[config.mk]
export PLATFORM = sky130hd
export DESIGN_NAME = point_in_convex_polygon_top
export DESIGN_NICKNAME = d
export VERILOG_FILES = /design/src/rtl/pic_pkg.sv /design/src/rtl/point_in_convex_polygon_top.sv /design/src/rtl/pic_vstore.sv /design/src/rtl/pic_mul.sv
export SDC_FILE = /design/constraint.sdc
export NUM_CORES = 2
export LEC_CHECK = 0
export BUFFER_PORTS_ARGS = -buffer_cell sky130_fd_sc_hd__buf_4
export CAP_MARGIN = 10
export CORE_ASPECT_RATIO = 1.5
export CORE_MARGIN = 1.5
export CORE_UTILIZATION = 45
export DETAILED_ROUTE_END_ITERATION = 8
export PLACE_DENSITY = 0.72
export SLEW_MARGIN = 15
export SYNTH_ARGS = -nofsm -noshare
export SYNTH_HDL_FRONTEND = slang
export SYNTH_HIERARCHICAL = 1
export SYNTH_SLANG_ARGS = --single-unit
[constraint.sdc]
create_clock -name i_clk -period 11.28 [get_ports i_clk]
set_input_delay 0 -clock i_clk [delete_from_list [all_inputs] [get_ports i_clk]]
set_output_delay 0 -clock i_clk [all_outputs]
set_load 0.05 [all_outputs]
[src/rtl/pic_pkg.sv]
`timescale 1ns / 1ps
// shared types and constants for the point-in-convex-polygon block
// no dependencies

package pic_pkg;

    // fixed field widths
    localparam int COORD_W  = 24;  // signed Q13.10 coordinate
    localparam int DIFF_W   = 25;  // exact coordinate difference, Q14.10
    localparam int PROD_W   = 50;  // exact product, Q29.20
    localparam int CROSS_W  = 51;  // exact cross product, Q30.20
    localparam int SLOT_W   = 4;   // vertex_index field
    localparam int CFG_W    = 5;   // vertex_count register
    localparam int S_DATA_W = 56;  // slave tdata, padded to whole bytes
    localparam int M_DATA_W = 8;   // master tdata, padded to whole bytes

    // fewest vertices that make a polygon
    localparam int MIN_VERTICES = 3;

    // operation codes carried in tuser
    localparam logic OP_WRITE = 1'b0;
    localparam logic OP_QUERY = 1'b1;

    typedef logic signed [COORD_W-1:0] t_coord;
    typedef logic signed [DIFF_W-1:0]  t_diff;
    typedef logic signed [PROD_W-1:0]  t_prod;
    typedef logic signed [CROSS_W-1:0] t_cross;

    // query sequencer states
    typedef enum logic [2:0] {
        ST_IDLE,
        ST_DIFF,
        ST_MUL1,
        ST_MUL2,
        ST_SIGN,
        ST_DONE
    } t_state;

    // vertex pair read back from the store for one edge
    typedef struct packed {
        t_coord ax;
        t_coord ay;
        t_coord bx;
        t_coord by;
    } t_edge;

endpackage

[src/rtl/point_in_convex_polygon_top.sv]
`timescale 1ns / 1ps
// point-in-convex-polygon test: stream handshake, query sequencer, sign tracking
// depends on pic_pkg, pic_vstore, pic_mul
//
// Usage
//   Slave channel takes one word per item. tuser selects the operation: a write
//   stores (x, y) at vertex_index, a query tests point (x, y) against the polygon
//   made of slots 0 .. vertex_count-1 (clamped to MAX_VERTICES).
//   A write gives no result and the block is ready again in the next cycle.
//   A query gives one master word: bit 0 is 1 when the point is inside or on
//   the boundary. Each edge passes through the shared multiplier (difference,
//   two products, sign check). A query ends early when an opposite sign is
//   found; with fewer than three vertices it goes straight to its final state
//   and answers outside. tready stays low while a query runs, so the next
//   query is taken only after the last one is done.
//   vertex_count is written through i_cfg_we / i_cfg_wdata; the user writes it
//   only while the block idles, as the block itself does not enforce this.
//   Reset clears the sequencer, the output valid and vertex_count; the vertex
//   store is not cleared and must be written before it is queried.
//   A stalled master side holds the result word; the block keeps taking words,
//   but the next query waits in its final state, accepting nothing, until that
//   word is taken.

module point_in_convex_polygon_top #(
    parameter int MAX_VERTICES = 16
) (
    input  logic                           i_clk,
    input  logic                           i_rst_n,
    // slave stream
    input  logic                           i_s_tvalid,
    output logic                           o_s_tready,
    input  logic [pic_pkg::S_DATA_W-1:0]   i_s_tdata,  // vertex_index[3:0], x[27:4], y[51:28], zero
    input  logic                           i_s_tuser,  // operation
    // master stream
    output logic                           o_m_tvalid,
    input  logic                           i_m_tready,
    output logic [pic_pkg::M_DATA_W-1:0]   o_m_tdata,  // inside_res[0], zero
    // configuration
    input  logic                           i_cfg_we,
    input  logic [pic_pkg::CFG_W-1:0]      i_cfg_wdata // vertex_count
);

    localparam int IDX_W = $clog2(MAX_VERTICES);
    localparam int CNT_W = IDX_W + 1;
    localparam int CW    = (CNT_W > pic_pkg::CFG_W) ? CNT_W : pic_pkg::CFG_W;
    localparam int SW    = (CNT_W > pic_pkg::SLOT_W) ? CNT_W : pic_pkg::SLOT_W;

    // input word fields
    logic [pic_pkg::SLOT_W-1:0] w_slot;
    pic_pkg::t_coord            w_x;
    pic_pkg::t_coord            w_y;
    logic                       w_accept;

    assign w_slot   = i_s_tdata[pic_pkg::SLOT_W-1:0];
    assign w_x      = i_s_tdata[pic_pkg::SLOT_W +: pic_pkg::COORD_W];
    assign w_y      = i_s_tdata[pic_pkg::SLOT_W + pic_pkg::COORD_W +: pic_pkg::COORD_W];
    assign w_accept = i_s_tvalid && o_s_tready;

    // registers
    pic_pkg::t_state          r_state, n_state;
    logic [pic_pkg::CFG_W-1:0] r_vcount;
    logic [CNT_W-1:0]         r_n, n_n;
    logic [IDX_W-1:0]         r_idx, n_idx;
    pic_pkg::t_coord          r_px, r_py;
    pic_pkg::t_diff           r_ex, r_ey, r_dx, r_dy;
    pic_pkg::t_prod           r_p1;
    logic                     r_have_sign;
    logic                     r_neg;
    logic                     r_res;
    logic                     r_out_valid;

    // datapath controls from the output decode
    logic                     w_start;
    logic                     w_load_diff;
    logic                     w_load_p1;
    logic                     w_check;
    logic                     w_load_out;
    pic_pkg::t_diff           w_mul_a, w_mul_b;

    // clamp of vertex_count to the store depth
    logic [CW-1:0]            w_cfg_ext;
    logic [CW-1:0]            w_clamp;

    assign w_cfg_ext = CW'(r_vcount);
    assign w_clamp   = (w_cfg_ext > CW'(MAX_VERTICES)) ? CW'(MAX_VERTICES) : w_cfg_ext;

    // edge walk indexes
    logic [CNT_W-1:0]         w_idx_p1;
    logic [CNT_W-1:0]         w_nidx_p1;
    logic [IDX_W-1:0]         w_rd_b;
    logic                     w_last;
    logic                     w_few;

    assign w_idx_p1  = {1'b0, r_idx} + CNT_W'(1);
    assign w_last    = (w_idx_p1 == r_n);
    assign w_nidx_p1 = {1'b0, n_idx} + CNT_W'(1);
    assign w_rd_b    = (w_nidx_p1 == n_n) ? '0 : w_nidx_p1[IDX_W-1:0];
    assign w_few     = (CW'(w_clamp) < CW'(pic_pkg::MIN_VERTICES));

    // vertex store write
    logic                     w_we;
    pic_pkg::t_edge           w_edge;

    assign w_we = w_accept && (i_s_tuser == pic_pkg::OP_WRITE)
                  && (SW'(w_slot) < SW'(MAX_VERTICES));

    pic_vstore #(
        .DEPTH (MAX_VERTICES)
    ) u_vstore (
        .i_clk     (i_clk),
        .i_we      (w_we),
        .i_waddr   (IDX_W'(w_slot)),
        .i_wx      (w_x),
        .i_wy      (w_y),
        .i_raddr_a (n_idx),
        .i_raddr_b (w_rd_b),
        .o_edge    (w_edge)
    );

    // shared multiplier
    pic_pkg::t_prod           w_prod;

    pic_mul u_mul (
        .i_clk  (i_clk),
        .i_a    (w_mul_a),
        .i_b    (w_mul_b),
        .o_prod (w_prod)
    );

    // cross product sign of the current edge
    pic_pkg::t_cross          w_cross;
    logic                     w_nz;
    logic                     w_cneg;
    logic                     w_mismatch;

    assign w_cross    = pic_pkg::t_cross'(r_p1) - pic_pkg::t_cross'(w_prod);
    assign w_nz       = (w_cross != '0);
    assign w_cneg     = w_cross[pic_pkg::CROSS_W-1];
    assign w_mismatch = w_nz && r_have_sign && (w_cneg != r_neg);

    // next state
    always_comb begin
        n_state = r_state;
        unique case (r_state)
            pic_pkg::ST_IDLE: begin
                if (w_accept && (i_s_tuser == pic_pkg::OP_QUERY)) begin
                    n_state = w_few ? pic_pkg::ST_DONE : pic_pkg::ST_DIFF;
                end
            end
            pic_pkg::ST_DIFF: n_state = pic_pkg::ST_MUL1;
            pic_pkg::ST_MUL1: n_state = pic_pkg::ST_MUL2;
            pic_pkg::ST_MUL2: n_state = pic_pkg::ST_SIGN;
            pic_pkg::ST_SIGN: begin
                n_state = (w_mismatch || w_last) ? pic_pkg::ST_DONE : pic_pkg::ST_DIFF;
            end
            pic_pkg::ST_DONE: begin
                if (!r_out_valid || i_m_tready) begin
                    n_state = pic_pkg::ST_IDLE;
                end
            end
            default: n_state = pic_pkg::ST_IDLE;
        endcase
    end

    // output decode
    always_comb begin
        w_start     = 1'b0;
        w_load_diff = 1'b0;
        w_load_p1   = 1'b0;
        w_check     = 1'b0;
        w_load_out  = 1'b0;
        w_mul_a     = r_ey;
        w_mul_b     = r_dx;
        n_idx       = r_idx;
        n_n         = r_n;
        unique case (r_state)
            pic_pkg::ST_IDLE: begin
                if (w_accept && (i_s_tuser == pic_pkg::OP_QUERY)) begin
                    w_start = 1'b1;
                    n_idx   = '0;
                    n_n     = CNT_W'(w_clamp);
                end
            end
            pic_pkg::ST_DIFF: w_load_diff = 1'b1;
            pic_pkg::ST_MUL1: begin
                w_mul_a = r_ex;
                w_mul_b = r_dy;
            end
            pic_pkg::ST_MUL2: w_load_p1 = 1'b1;
            pic_pkg::ST_SIGN: begin
                w_check = 1'b1;
                if (!w_mismatch && !w_last) begin
                    n_idx = w_idx_p1[IDX_W-1:0];
                end
            end
            pic_pkg::ST_DONE: w_load_out = !r_out_valid || i_m_tready;
            default: ;
        endcase
    end

    // control registers
    always_ff @(posedge i_clk) begin
        if (!i_rst_n) begin
            r_state     <= pic_pkg::ST_IDLE;
            r_vcount    <= '0;
            r_out_valid <= 1'b0;
        end else begin
            r_state <= n_state;
            if (i_cfg_we) begin
                r_vcount <= i_cfg_wdata;
            end
            if (w_load_out) begin
                r_out_valid <= 1'b1;
            end else if (i_m_tready) begin
                r_out_valid <= 1'b0;
            end
        end
    end

    // query datapath registers
    always_ff @(posedge i_clk) begin
        r_idx <= n_idx;
        r_n   <= n_n;
        if (w_start) begin
            r_px        <= w_x;
            r_py        <= w_y;
            r_have_sign <= 1'b0;
            r_neg       <= 1'b0;
            r_res       <= !w_few;
        end
        if (w_load_diff) begin
            r_ex <= pic_pkg::t_diff'(w_edge.bx) - pic_pkg::t_diff'(w_edge.ax);
            r_ey <= pic_pkg::t_diff'(w_edge.by) - pic_pkg::t_diff'(w_edge.ay);
            r_dx <= pic_pkg::t_diff'(r_px) - pic_pkg::t_diff'(w_edge.ax);
            r_dy <= pic_pkg::t_diff'(r_py) - pic_pkg::t_diff'(w_edge.ay);
        end
        if (w_load_p1) begin
            r_p1 <= w_prod;
        end
        if (w_check) begin
            if (w_nz && !r_have_sign) begin
                r_have_sign <= 1'b1;
                r_neg       <= w_cneg;
            end
            if (w_mismatch) begin
                r_res <= 1'b0;
            end
        end
    end

    // output word register
    logic r_out_bit;

    always_ff @(posedge i_clk) begin
        if (w_load_out) begin
            r_out_bit <= r_res;
        end
    end

    assign o_s_tready = (r_state == pic_pkg::ST_IDLE);
    assign o_m_tvalid = r_out_valid;
    assign o_m_tdata  = {{(pic_pkg::M_DATA_W-1){1'b0}}, r_out_bit};

    // a result word appears only as a query finishes
    a_out_from_done: assert property (@(posedge i_clk) disable iff (!i_rst_n)
        $rose(o_m_tvalid) |-> $past(r_state == pic_pkg::ST_DONE))
        else $error("result word without a finished query");

    // fewer than three vertices always answer outside
    a_few_outside: assert property (@(posedge i_clk) disable iff (!i_rst_n)
        (r_state == pic_pkg::ST_DONE && r_n < CNT_W'(pic_pkg::MIN_VERTICES)) |-> !r_res)
        else $error("degenerate polygon reported inside");

    // the edge walk never passes the vertex count
    a_idx_range: assert property (@(posedge i_clk) disable iff (!i_rst_n)
        (r_state == pic_pkg::ST_DIFF || r_state == pic_pkg::ST_SIGN)
        |-> ({1'b0, r_idx} < r_n))
        else $error("edge index beyond vertex count");

    // a finished query waits while the result word is stalled
    a_done_holds: assert property (@(posedge i_clk) disable iff (!i_rst_n)
        (r_state == pic_pkg::ST_DONE && o_m_tvalid && !i_m_tready)
        |=> (r_state == pic_pkg::ST_DONE))
        else $error("query result lost under stall");

endmodule

[src/rtl/pic_vstore.sv]
`timescale 1ns / 1ps
// vertex store: one write port, two registered read ports (edge start and end)
// depends on pic_pkg

module pic_vstore #(
    parameter int DEPTH = 16
) (
    input  logic                     i_clk,
    input  logic                     i_we,
    input  logic [$clog2(DEPTH)-1:0] i_waddr,
    input  pic_pkg::t_coord          i_wx,
    input  pic_pkg::t_coord          i_wy,
    input  logic [$clog2(DEPTH)-1:0] i_raddr_a,
    input  logic [$clog2(DEPTH)-1:0] i_raddr_b,
    output pic_pkg::t_edge           o_edge
);

    localparam int ENTRY_W = 2 * pic_pkg::COORD_W;

    // x in the upper half, y in the lower half
    logic [ENTRY_W-1:0] r_mem [DEPTH];
    logic [ENTRY_W-1:0] r_rd_a;
    logic [ENTRY_W-1:0] r_rd_b;

    // write port
    always_ff @(posedge i_clk) begin
        if (i_we) begin
            r_mem[i_waddr] <= {i_wx, i_wy};
        end
    end

    // registered read ports
    always_ff @(posedge i_clk) begin
        r_rd_a <= r_mem[i_raddr_a];
        r_rd_b <= r_mem[i_raddr_b];
    end

    assign o_edge.ax = r_rd_a[ENTRY_W-1:pic_pkg::COORD_W];
    assign o_edge.ay = r_rd_a[pic_pkg::COORD_W-1:0];
    assign o_edge.bx = r_rd_b[ENTRY_W-1:pic_pkg::COORD_W];
    assign o_edge.by = r_rd_b[pic_pkg::COORD_W-1:0];

endmodule

[src/rtl/pic_mul.sv]
`timescale 1ns / 1ps
// shared signed multiplier with registered product, used twice per edge
// depends on pic_pkg

module pic_mul (
    input  logic           i_clk,
    input  pic_pkg::t_diff i_a,
    input  pic_pkg::t_diff i_b,
    output pic_pkg::t_prod o_prod
);

    pic_pkg::t_prod r_prod;

    // full-precision registered product; operands sign-extended to the product width
    always_ff @(posedge i_clk) begin
        r_prod <= pic_pkg::t_prod'(i_a) * pic_pkg::t_prod'(i_b);
    end

    assign o_prod = r_prod;

endmodule
==> flow_metrics.py <==
metrics = {
    "flow_run": {
        "cap_violations": 0,
    },
    "route": {
        "drc": 0,
        "ant_nets": 0,
        "routed_wl_um": 208000,
        "vias": 48967,
        "drt_iter0_drc": 4309,
        "first_pass_iters": 8,
        "wl_per_cell_um": 25.1,
        "viasPerCell": 5.92,
    },
    "layout": {
        "final_common_cell": "edfxtp_1",
        "syn2layout_area_growth_pct": 9.17,
        "multiInputGateArea_um2": 39500,
        "drive_above_1_share_pct": 13.3,
        "final_cell_mix": "edfxtp_1, inv_1, fa_1",
        "final_util_pct": 49.6,
        "fin_nets": 6963,
        "n_fill_cell": 14220,
        "seq_area_um2": 32400,
    },
    "global_route": {
        "grt_antenna_before_repair": 12,
        "overflow": 0,
        "grt_pass1_wl_um": 314000,
        "grt_pass1_vias": 53060,
        "track_usage_pct": 24.2,
        "grt_max_degree": 131,
    },
    "timing": {
        "fin_tns_setup_ps": 0,
        "setup_viol_count_final": 0,
        "finalCritPeriodShare_pct": 89.4,
        "rsz0062_at_grt": "false",
        "fmax_mhz": 99.2,
        "skew_ps": 37.7,
        "slew_violations": 0,
        "slew_headroom_pct": 16.1,
        "post-route-min-period_ps": 10080,
        "hold_viol_final": 0,
        "tightest_slew_ps": 1260,
    },
    "worst_setup_path": {
        "crit_path_start_kind": "register",
        "critical_path_required_ps": 11820,
        "cp.arrival_ps": 10620,
        "ff2ff_setup_slack_ps": 1200,
        "cp_max_fo": 38,
        "worstSetupPathType": "reg -> reg",
        "reg2reg_depth": 27,
        "endpoint_kind": "register",
        "r2r-start": "r_state[1]$_SDFFE_PN0P_",
        "timing.rr.end": "u_mul/o_prod[30]$_DFF_P_",
    },
    "placement": {
        "portBuffers": 65,
        "place_congestion": 0.955,
        "hpwl_um": 140000,
    },
    "yosys": {
        "synth_top_cell_area_share_pct": 38.1,
        "synthAdderAreaFrac_pct": 22.1,
        "ys_warn_count": 6,
        "synth_area_leader_cell": "edfxtp_1",
        "avgSynthCellArea_um2": 12.9,
        "synth_edf_count": 967,
        "ys_ff_latch": 1134,
        "yosysUniqueCellTypes": 103,
        "yosys-top-cells-area": "edfxtp_1, fa_1, mux4_2",
        "synth_simple_gate_area_share_pct": 8.85,
        "netlist_instances": 5914,
        "synth_top_family_by_area": "adder cells",
        "muxShareOfSynthArea_pct": 12.3,
        "netlist_area_um2": 76200,
        "synth_xor_area_share_pct": 1.59,
        "ys_seq_area_share_pct": 42.5,
        "async_reset_ff_share_pct": 0,
        "synth_ff_type": "edfxtp_1",
        "synth_compound_area_share_pct": 6.63,
    },
    "clock_tree": {
        "clk_pin_slew_ps": 60,
        "htree_levels": 3,
        "cts_root_buffer": "clkbuf_16",
        "cts_buffers": 101,
        "cts_tree": "built",
        "clock_latency_ps": 740,
        "cts_setup_buffers": 0,
        "cts_num_sinks": 1134,
        "clk_path_buf_depth": 3,
    },
    "floorplanning": {
        "die_area_um2": 172000,
        "io_pins": 77,
        "start_util_pct": 45.4,
        "chipHeight_um": 507,
        "die_w_um": 339,
        "rows": 184,
        "core-area_um2": 168000,
    },
    "hold_path": {
        "min_to": "u_vstore/r_mem[2][8]$_DFFE_PP_",
        "hp-class": "in -> reg",
        "worstHoldPathCells": 3,
        "worstHoldStart": "i_s_tdata[3]",
    },
    "run_status": {
        "status": "completed",
    },
}
## cells by family after synthesis
family | after synthesis
flops | 1134
xor+xnor | 137
fa+ha+maj | 951
compound gates | 732
simple gates | 1366
buf+inv | 1146
mux | 447
other cells | 1
## worst max-delay path, stage by stage, from the launching register on
cell and delay (ps):
dfxtp_1 420, inv_1 130, nor3_2 850, buf_4 570
mux2_2 790, nand2_1 200, fa_1 590, inv_1 50
fa_1 500, inv_1 60, fa_1 530, inv_1 50
fa_1 500, inv_1 50, fa_1 530, inv_1 60
fa_1 460, fa_1 490, ha_1 390, a21oi_1 240
nor2b_1 200, nor3b_1 190, a22oi_1 160, a21oi_1 270
o21bai_1 100, a2111oi_0 890, o41ai_1 360, xor2_1 230
## area by class of cell
class                   count  share of cell area [%]
clock inverters            50                   0.829
repair buffers            199                    2.06
multi-input cells        3640                    47.5
flip-flops and latches   1134                    38.9
well taps                2232                    3.36
inverters                 869                    3.92
clock buffers             141                    3.44
diodes                      2                 0.00602
## sequential cells by signal, indices dropped and copies added, names as in the netlist, 3 cells and up
name / cells
r_dy: 25
u_vstore/r_rd_b: 48
r_p1: 50
r_n: 5
r_state: 3
r_ey: 25
u_vstore/r_mem: 768
r_px: 24
r_ex: 25
u_vstore/r_rd_a: 48
r_vcount: 5
r_idx: 4
r_py: 24
u_mul/o_prod: 50
r_dx: 25
## metal layers
layer	share of wire [%]	wire [µm]	GRT usage (%)	up-vias
met3	7.1	14800	3.90	779
met4	7.6	15700	16.4	18
met2	52	109000	44.2	2379
met5	0.044	92	0	-
met1	33	68200	25.5	25021
li1	-	-	-	20770
## what timing repair did
item,CTS,global route
resized for setup,0,0
hold endpoints to repair,885,0
hold buffers,73,0
## synthesized netlist by cell type, drive strengths merged, types with 52 or more instances
| master | instances |
|---|---|
| nor2 | 173 |
| inv | 869 |
| edfxtp | 967 |
| and2 | 327 |
| nor3 | 61 |
| buf | 100 |
| nand3 | 53 |
| fa | 662 |
| mux4 | 384 |
| clkbuf | 176 |
| ha | 289 |
| o21ai | 110 |
| nand2 | 541 |
| a21oi | 150 |
| nor2b | 53 |
| dfxtp | 167 |
| mux2 | 52 |
| a22oi | 194 |
| xnor2 | 91 |
## through the flow
| step | cells | hold slack (ps) | instance area [µm²] | worst slack (ps) |
|---|---|---|---|---|
| after floorplan | 5920 | 98.9 | 76200 | 2700 |
| after global placement | 8001 | 270 | 78900 | 1570 |
| after detailed placement | 8001 | 271 | 78900 | 1520 |
| after CTS | 8265 | 6.11 | 83200 | 1470 |
| after global routing | 8266 | 43.3 | 83200 | 814 |
| final | 8267 | 29.3 | 83200 | 1200 |
## worst max-delay path by stage
stage	start	end	slack [ps]
2_1_floorplan	r_state[0]$_SDFFE_PN0P_	r_dx[0]$_DFFE_PP_	2700
5_1_grt	r_state[1]$_SDFFE_PN0P_	u_mul/o_prod[30]$_DFF_P_	810
3_5_place_dp	r_state[1]$_SDFFE_PN0P_	u_mul/o_prod[47]$_DFF_P_	1520
4_1_cts	r_state[1]$_SDFFE_PN0P_	u_mul/o_prod[47]$_DFF_P_	1470
3_3_place_gp	r_state[1]$_SDFFE_PN0P_	u_mul/o_prod[33]$_DFF_P_	1570
6_report	r_state[1]$_SDFFE_PN0P_	u_mul/o_prod[30]$_DFF_P_	1200
Power is not shown: default switching activity piles up to over one toggle a cycle in this logic, so the estimate is an artifact.
